===== src/rtl/core/ddd_pkg.sv =====
package ddd_pkg;

  // One request: two calendar dates.
  typedef struct packed {
    logic [4:0]  first_day;
    logic [3:0]  first_month;
    logic [11:0] first_year;
    logic [4:0]  second_day;
    logic [3:0]  second_month;
    logic [11:0] second_year;
  } in_t;

  // One result: signed day count from the first date to the second, and validity flags.
  typedef struct packed {
    logic signed [21:0] day_difference;
    logic               first_valid;
    logic               second_valid;
  } out_t;

  localparam int unsigned Lanes = 2;

  // Reciprocal of 100 scaled by 2^17. It is exact for dividends below 4699, which
  // covers every 12-bit year plus 399.
  localparam logic [10:0] Recip100 = 11'd1311;
  localparam int unsigned RecipShift = 17;

  localparam logic [8:0] DaysPerYear = 9'd365;

  // Days before the first of the month in a common year. Month codes 1 to 12 are used.
  function automatic logic [8:0] month_start_f(input logic [3:0] m);
    logic [8:0] r;
    case (m)
      4'd1:    r = 9'd0;
      4'd2:    r = 9'd31;
      4'd3:    r = 9'd59;
      4'd4:    r = 9'd90;
      4'd5:    r = 9'd120;
      4'd6:    r = 9'd151;
      4'd7:    r = 9'd181;
      4'd8:    r = 9'd212;
      4'd9:    r = 9'd243;
      4'd10:   r = 9'd273;
      4'd11:   r = 9'd304;
      4'd12:   r = 9'd334;
      default: r = 9'd0;
    endcase
    return r;
  endfunction

  // Month length in a common year.
  function automatic logic [4:0] month_len_f(input logic [3:0] m);
    logic [4:0] r;
    case (m)
      4'd2:                      r = 5'd28;
      4'd4, 4'd6, 4'd9, 4'd11:   r = 5'd30;
      default:                   r = 5'd31;
    endcase
    return r;
  endfunction

  // Quotient by 100 for values below 4699, done as a multiply by the reciprocal.
  function automatic logic [5:0] div100_f(input logic [12:0] x);
    logic [23:0] p;
    p = 24'(x) * 24'(Recip100);
    return p[RecipShift+5:RecipShift];
  endfunction

endpackage


===== src/rtl/core/date_difference_days_top.sv =====
// Signed day count between two Gregorian dates. Each request carries two dates
// (day, month, year); the result gives the number of days from the first date
// to the second, negative when the first date is later, along with a validity
// flag for each date. A date is valid when its month is 1 to 12, its year is
// at most MAX_YEAR and its day lies within that month, February having 29 days
// in leap years (year 0 is a leap year). If either date is invalid the day
// count is zero. The block is a four-stage pipeline: a reciprocal multiply
// that divides the year by 100, the leap rule with the month lookup, the
// multiply of the year by 365, and the final subtract. One request can be
// accepted every cycle while the output is not stalled. Each stage holds its
// data when the stage after it is full and stalled, so bubbles collapse and
// a request can enter while a result waits.
module date_difference_days_top #(
  parameter int MAX_YEAR = 3000
) (
  input  logic          clk_i,
  input  logic          rst_ni,
  input  logic          in_valid_i,
  output logic          in_ready_o,
  input  ddd_pkg::in_t  in_req_i,
  output logic          out_valid_o,
  input  logic          out_ready_i,
  output ddd_pkg::out_t out_rsp_o
);
  import ddd_pkg::*;

  localparam logic [11:0] MaxYear = 12'(MAX_YEAR);

  // Stage valid bits and per-stage advance enables.
  logic s1_valid_q, s2_valid_q, s3_valid_q, s4_valid_q;
  logic s1_en, s2_en, s3_en, s4_en;

  assign s4_en = !s4_valid_q || out_ready_i;
  assign s3_en = !s3_valid_q || s4_en;
  assign s2_en = !s2_valid_q || s3_en;
  assign s1_en = !s1_valid_q || s2_en;
  assign in_ready_o = s1_en;

  // Lane 0 holds the first date, lane 1 the second.
  logic [4:0]  in_day   [Lanes];
  logic [3:0]  in_month [Lanes];
  logic [11:0] in_year  [Lanes];

  assign in_day[0]   = in_req_i.first_day;
  assign in_month[0] = in_req_i.first_month;
  assign in_year[0]  = in_req_i.first_year;
  assign in_day[1]   = in_req_i.second_day;
  assign in_month[1] = in_req_i.second_month;
  assign in_year[1]  = in_req_i.second_year;

  // Stage 1 payload.
  logic [4:0]  s1_day_q   [Lanes], s1_day_d   [Lanes];
  logic [3:0]  s1_month_q [Lanes], s1_month_d [Lanes];
  logic [11:0] s1_year_q  [Lanes], s1_year_d  [Lanes];
  logic [5:0]  s1_q0_q    [Lanes], s1_q0_d    [Lanes];
  logic [5:0]  s1_q99_q   [Lanes], s1_q99_d   [Lanes];
  logic [5:0]  s1_q399_q  [Lanes], s1_q399_d  [Lanes];
  logic        s1_ok_q    [Lanes], s1_ok_d    [Lanes];

  // Stage 2 payload.
  logic [11:0] s2_year_q  [Lanes], s2_year_d  [Lanes];
  logic [10:0] s2_leaps_q [Lanes], s2_leaps_d [Lanes];
  logic [8:0]  s2_off_q   [Lanes], s2_off_d   [Lanes];
  logic        s2_ok_q    [Lanes], s2_ok_d    [Lanes];

  // Stage 3 payload.
  logic [20:0] s3_num_q   [Lanes], s3_num_d   [Lanes];
  logic        s3_ok_q    [Lanes], s3_ok_d    [Lanes];

  // Stage 4 is the output register.
  out_t s4_rsp_q, s4_rsp_d;

  always_comb begin
    logic [12:0] hund;
    logic        is_leap;
    logic [4:0]  mlen;
    logic [10:0] by4;
    logic [21:0] n_a;
    logic [21:0] n_b;
    for (int i = 0; i < Lanes; i++) begin
      // Stage 1: quotients by 100 and range checks.
      s1_day_d[i]   = in_day[i];
      s1_month_d[i] = in_month[i];
      s1_year_d[i]  = in_year[i];
      s1_q0_d[i]    = div100_f({1'b0, in_year[i]});
      s1_q99_d[i]   = div100_f(13'(in_year[i]) + 13'd99);
      s1_q399_d[i]  = div100_f(13'(in_year[i]) + 13'd399);
      s1_ok_d[i]    = (in_month[i] >= 4'd1) && (in_month[i] <= 4'd12) &&
                      (in_year[i] <= MaxYear) && (in_day[i] != 5'd0);

      // Stage 2: leap rule, month length check, leap days before the year.
      hund    = 13'(s1_q0_q[i]) * 13'd100;
      is_leap = ((s1_year_q[i][1:0] == 2'b00) && ({1'b0, s1_year_q[i]} != hund)) ||
                (({1'b0, s1_year_q[i]} == hund) && (s1_q0_q[i][1:0] == 2'b00));
      mlen    = month_len_f(s1_month_q[i]);
      if ((s1_month_q[i] == 4'd2) && is_leap) begin
        mlen = 5'd29;
      end
      by4 = 11'((13'(s1_year_q[i]) + 13'd3) >> 2);
      s2_year_d[i]  = s1_year_q[i];
      s2_leaps_d[i] = by4 - 11'(s1_q99_q[i]) + 11'(s1_q399_q[i][5:2]);
      s2_off_d[i]   = month_start_f(s1_month_q[i]) +
                      9'(((s1_month_q[i] > 4'd2) && is_leap) ? 1 : 0) +
                      9'(s1_day_q[i]) - 9'd1;
      s2_ok_d[i]    = s1_ok_q[i] && (s1_day_q[i] <= mlen);

      // Stage 3: day number since 1 January of year 0.
      s3_num_d[i] = 21'(s2_year_q[i]) * 21'(DaysPerYear) + 21'(s2_leaps_q[i]) +
                    21'(s2_off_q[i]);
      s3_ok_d[i]  = s2_ok_q[i];
    end

    // Stage 4: difference, forced to zero when either date is invalid.
    n_a = {1'b0, s3_num_q[0]};
    n_b = {1'b0, s3_num_q[1]};
    s4_rsp_d.first_valid    = s3_ok_q[0];
    s4_rsp_d.second_valid   = s3_ok_q[1];
    s4_rsp_d.day_difference = (s3_ok_q[0] && s3_ok_q[1]) ? signed'(n_b - n_a) : '0;
  end

  always_ff @(posedge clk_i or negedge rst_ni) begin
    if (!rst_ni) begin
      s1_valid_q <= 1'b0;
      s2_valid_q <= 1'b0;
      s3_valid_q <= 1'b0;
      s4_valid_q <= 1'b0;
    end else begin
      if (s1_en) begin
        s1_valid_q <= in_valid_i;
      end
      if (s2_en) begin
        s2_valid_q <= s1_valid_q;
      end
      if (s3_en) begin
        s3_valid_q <= s2_valid_q;
      end
      if (s4_en) begin
        s4_valid_q <= s3_valid_q;
      end
    end
  end

  always_ff @(posedge clk_i) begin
    for (int i = 0; i < Lanes; i++) begin
      if (s1_en) begin
        s1_day_q[i]   <= s1_day_d[i];
        s1_month_q[i] <= s1_month_d[i];
        s1_year_q[i]  <= s1_year_d[i];
        s1_q0_q[i]    <= s1_q0_d[i];
        s1_q99_q[i]   <= s1_q99_d[i];
        s1_q399_q[i]  <= s1_q399_d[i];
        s1_ok_q[i]    <= s1_ok_d[i];
      end
      if (s2_en) begin
        s2_year_q[i]  <= s2_year_d[i];
        s2_leaps_q[i] <= s2_leaps_d[i];
        s2_off_q[i]   <= s2_off_d[i];
        s2_ok_q[i]    <= s2_ok_d[i];
      end
      if (s3_en) begin
        s3_num_q[i] <= s3_num_d[i];
        s3_ok_q[i]  <= s3_ok_d[i];
      end
    end
    if (s4_en) begin
      s4_rsp_q <= s4_rsp_d;
    end
  end

  assign out_valid_o = s4_valid_q;
  assign out_rsp_o   = s4_rsp_q;

endmodule

===== config.mk =====
export PLATFORM = sky130hd
export DESIGN_NAME = date_difference_days_top
export DESIGN_NICKNAME = d
export VERILOG_FILES = /design/src/rtl/core/ddd_pkg.sv /design/src/rtl/core/date_difference_days_top.sv
export SDC_FILE = /design/constraint.sdc
export NUM_CORES = 2
export LEC_CHECK = 0
export BUFFER_PORTS_ARGS = -buffer_cell sky130_fd_sc_hd__buf_4
export CAP_MARGIN = 10
export CORE_MARGIN = 4
export CORE_UTILIZATION = 30
export DETAILED_ROUTE_END_ITERATION = 12
export PLACE_DENSITY = 0.41
export SETUP_SLACK_MARGIN = 0.1
export SYNTH_ARGS = -nofsm -noshare
export SYNTH_HDL_FRONTEND = slang
export SYNTH_SLANG_ARGS = --single-unit

===== constraint.sdc =====
create_clock -name clk_i -period 6.6 [get_ports clk_i]
set_input_delay 1.32 -clock clk_i [delete_from_list [all_inputs] [get_ports clk_i]]
set_output_delay 1.32 -clock clk_i [all_outputs]
set_load 0.02 [all_outputs]

==> results.cfg <==
[run_status]
status = finished clean

[synth]
yosysWarnings = 0
netlist_area_um2 = 34000
synth_compound_area_frac = 0.0807
yosys.area_share.simple = 0.0579
synthesis.nets = 4497
synthAdderAreaFrac = 0.524
synth_top_area_share = 0.309
yosysSeqAreaShare = 0.188
synthTopCellsByCount = ha_1 (839), inv_1 (771), fa_1 (366)
synth_edf_count = 210
syn_inst = 3246
synth_top_family_by_area = adder cells
synth_ff_type = edfxtp_1
postSynthAreaPerCell_um2 = 10.5
synth.area.mux_share = 0.00394
ys_ff_latch = 214
synth_cell_types = 68
ys_async_sr_fraction = 0.0187
synthXorXnorAreaFrac = 0.0585
synth_top_cell_by_area = ha_1
ys_top_cells_by_area = ha_1 (31%), fa_1 (22%), edfxtp_1 (19%)
yosysMostFrequentCell = ha_1

[floorplanning]
die_w_um = 345
initial_core_util = 0.302
core_um2 = 112000
row_count = 123
io-pin-count = 72
fp.dieH_um = 345
die_area_um2 = 119000

[cells_and_area]
fin_nets = 4798
drive_gt1_frac = 0.116
stdcell_area_um2 = 39400
area.growth.synth_to_final_pct = 15.8
stdcell_count = 5069

[grt]
grt_max_degree = 68
antenna_found_initial = 1
grt_pass1_wl_mm = 126
grt_usage = 0.133
grt_pass1_vias = 23300
grt_overflow = 0

[timing]
hold_violations = 0
maxSlewViolCount = 0
worst_pin_slew_ns = 1.02
setup_viol = 0
clock_skew_ns = 0.0270
period_needed_ns = 6.22
setup_tns_ns = 0
hold_slack_ns = 0.480
grt_setup_unrepaired = true
fmax_ghz = 0.161
slew_headroom = 0.317
finalCritPeriodShare = 0.942

[clocking]
clock_latency_ns = 0.57
clockBufferDepth = 3
cts_root_buf = clkbuf_16
path_clk_slew_ns = 0.06
h-tree-depth = 1
cts_tree = yes
cts_buffers = 30
cts.sink_count = 214

[worst_hold_path]
min-delay-path-class = flop to flop

[placed_design]
dpl_cell_area_um2 = 38200
post-dp-hpwl_mm = 67.8
placedCellCount = 5013
io_buffers = 71
routabilityCongestion = 0.781

[run]
maxCapViolCount = 0

[worst_setup_path]
endpoint_kind = flop
critPathLaunchType = primary input
crit_required_ns = 7.02
critPathArrivalTime_ns = 6.64
path_class = primary input to flop
crit_path_max_fanout = 6
r2r_slack_ns = 1.25

[routing]
wl_mm = 76.4
route.vias.total = 22000
wl_per_cell_um = 15.1
via_per_inst = 4.34
antenna_left = 0
drtPass1Iterations = 5
drc_errors = 0
drt_iter0_markers = 744
## placed cells by master, fill, tap and decap left out, types with 9 or more instances in the layout
master     Yosys  layout
inv_1        771     761
xnor2_1      161     145
ha_1         839     834
xor2_1        66      64
a211oi_1      22      21
o21a_1        25      25
mux2i_1       10      10
nand2_1       82      80
o21bai_1      14      14
nand4_1       25      25
buf_4          0     279
and3_1        14      14
or2_2         14      14
nor3_1        39      38
nor2_1        84      82
a21o_1        57      57
nand2b_1      23      21
nor2b_1       26      25
clkbuf_16      0      31
nand3_1       31      30
a31oi_1       15      12
a21oi_1      122     115
edfxtp_1     210     210
xnor2_2        0      14
o21ai_0       77      69
or3_1          9       9
fa_1         366     365
nor4_1        15      15
## timing repair
action / 4_1_cts / 5_1_grt
hold buffers: 0 / 0
setup endpoints to repair: 0 / 11
gates resized for setup: 0 / 24
buffers inserted: 0 / 2
## logic make-up (layout without fill, tap and decap cells)
logic type / count (synthesis) / after routing
AO/OA/AOI/OAI: 417 / 417
XOR/XNOR: 227 / 227
adder cells (fa/ha/maj): 1205 / 1205
buffers and inverters: 782 / 1104
flip-flops: 214 / 214
multiplexers: 13 / 13
other: 0 / 1
AND/OR/NAND/NOR: 388 / 388
## stage by stage
stage | utilization | setup WS, ns
after global placement | 0.339 | -0.236
after detailed placement | 0.339 | -0.403
after CTS | 0.349 | 0.227
after global routing | 0.350 | 0.0695
final | 0.350 | 0.380
after floorplan | - | -0.0130
## layer usage
metal	track usage	share of wire
met4	0.0167	0.011
met1	0.200	0.53
met2	0.215	0.44
met5	0	0
met3	0.0112	0.020
## registers in the layout, summed over array words and instances (netlist names)
name	cells
s3_num_q	42
out_rsp_o	24
s1_year_q	24
s2_year_q	24
s2_leaps_q	22
s2_off_q	18
s1_q0_q	12
s1_q99_q	12
s1_day_q	10
s1_month_q	8
s1_q399_q	8
s1_ok_q	2
s2_ok_q	2
s3_ok_q	2
out_valid_o	1
s1_valid_q	1
s2_valid_q	1
s3_valid_q	1
## path summary, 6_finish.rpt
kind	cells after the start	from	endpoint
setup / recovery	25	in_req_i[22]	s1_q399_q[0][4]
hold reg to reg	1	s1_valid_q	s2_valid_q
min in group asynchronous	1	rst_ni	out_valid_o
hold / removal	1	s1_valid_q	s2_valid_q
max in group asynchronous	1	rst_ni	s2_valid_q
setup reg to reg	17	s2_year_q[0][6]	s3_num_q[0][19]
## worst max-delay path: stages
cell and delay (ns):
buf_4 0.10, clkinvlp_4 0.07, buf_4 0.17, ha_1 0.19
a21boi_1 0.13, nor2b_1 0.20, o21ai_2 0.08, o21a_1 0.23
nand2b_4 0.18, xnor2_2 0.15, fa_1 0.51, inv_1 0.04
ha_1 0.30, fa_1 0.49, fa_1 0.50, inv_1 0.05
fa_1 0.47, inv_1 0.04, ha_1 0.30, a21oi_1 0.14
o21ai_0 0.16, nor3b_2 0.22, a21oi_2 0.10, or4_1 0.39
nand3_1 0.09
## final cells by class
cell class	count	area, µm²
fill	11400	73100
multi-input combinational	2250	25000
sequential	214	6410
inverter	771	2910
timing repair buffer	280	2110
tap	1500	1880
clock buffer	34	787
clock inverter	19	250
antenna	1	2.50
Power is not shown: default switching activity piles up to over one toggle a cycle in this logic, so the estimate is an artifact.
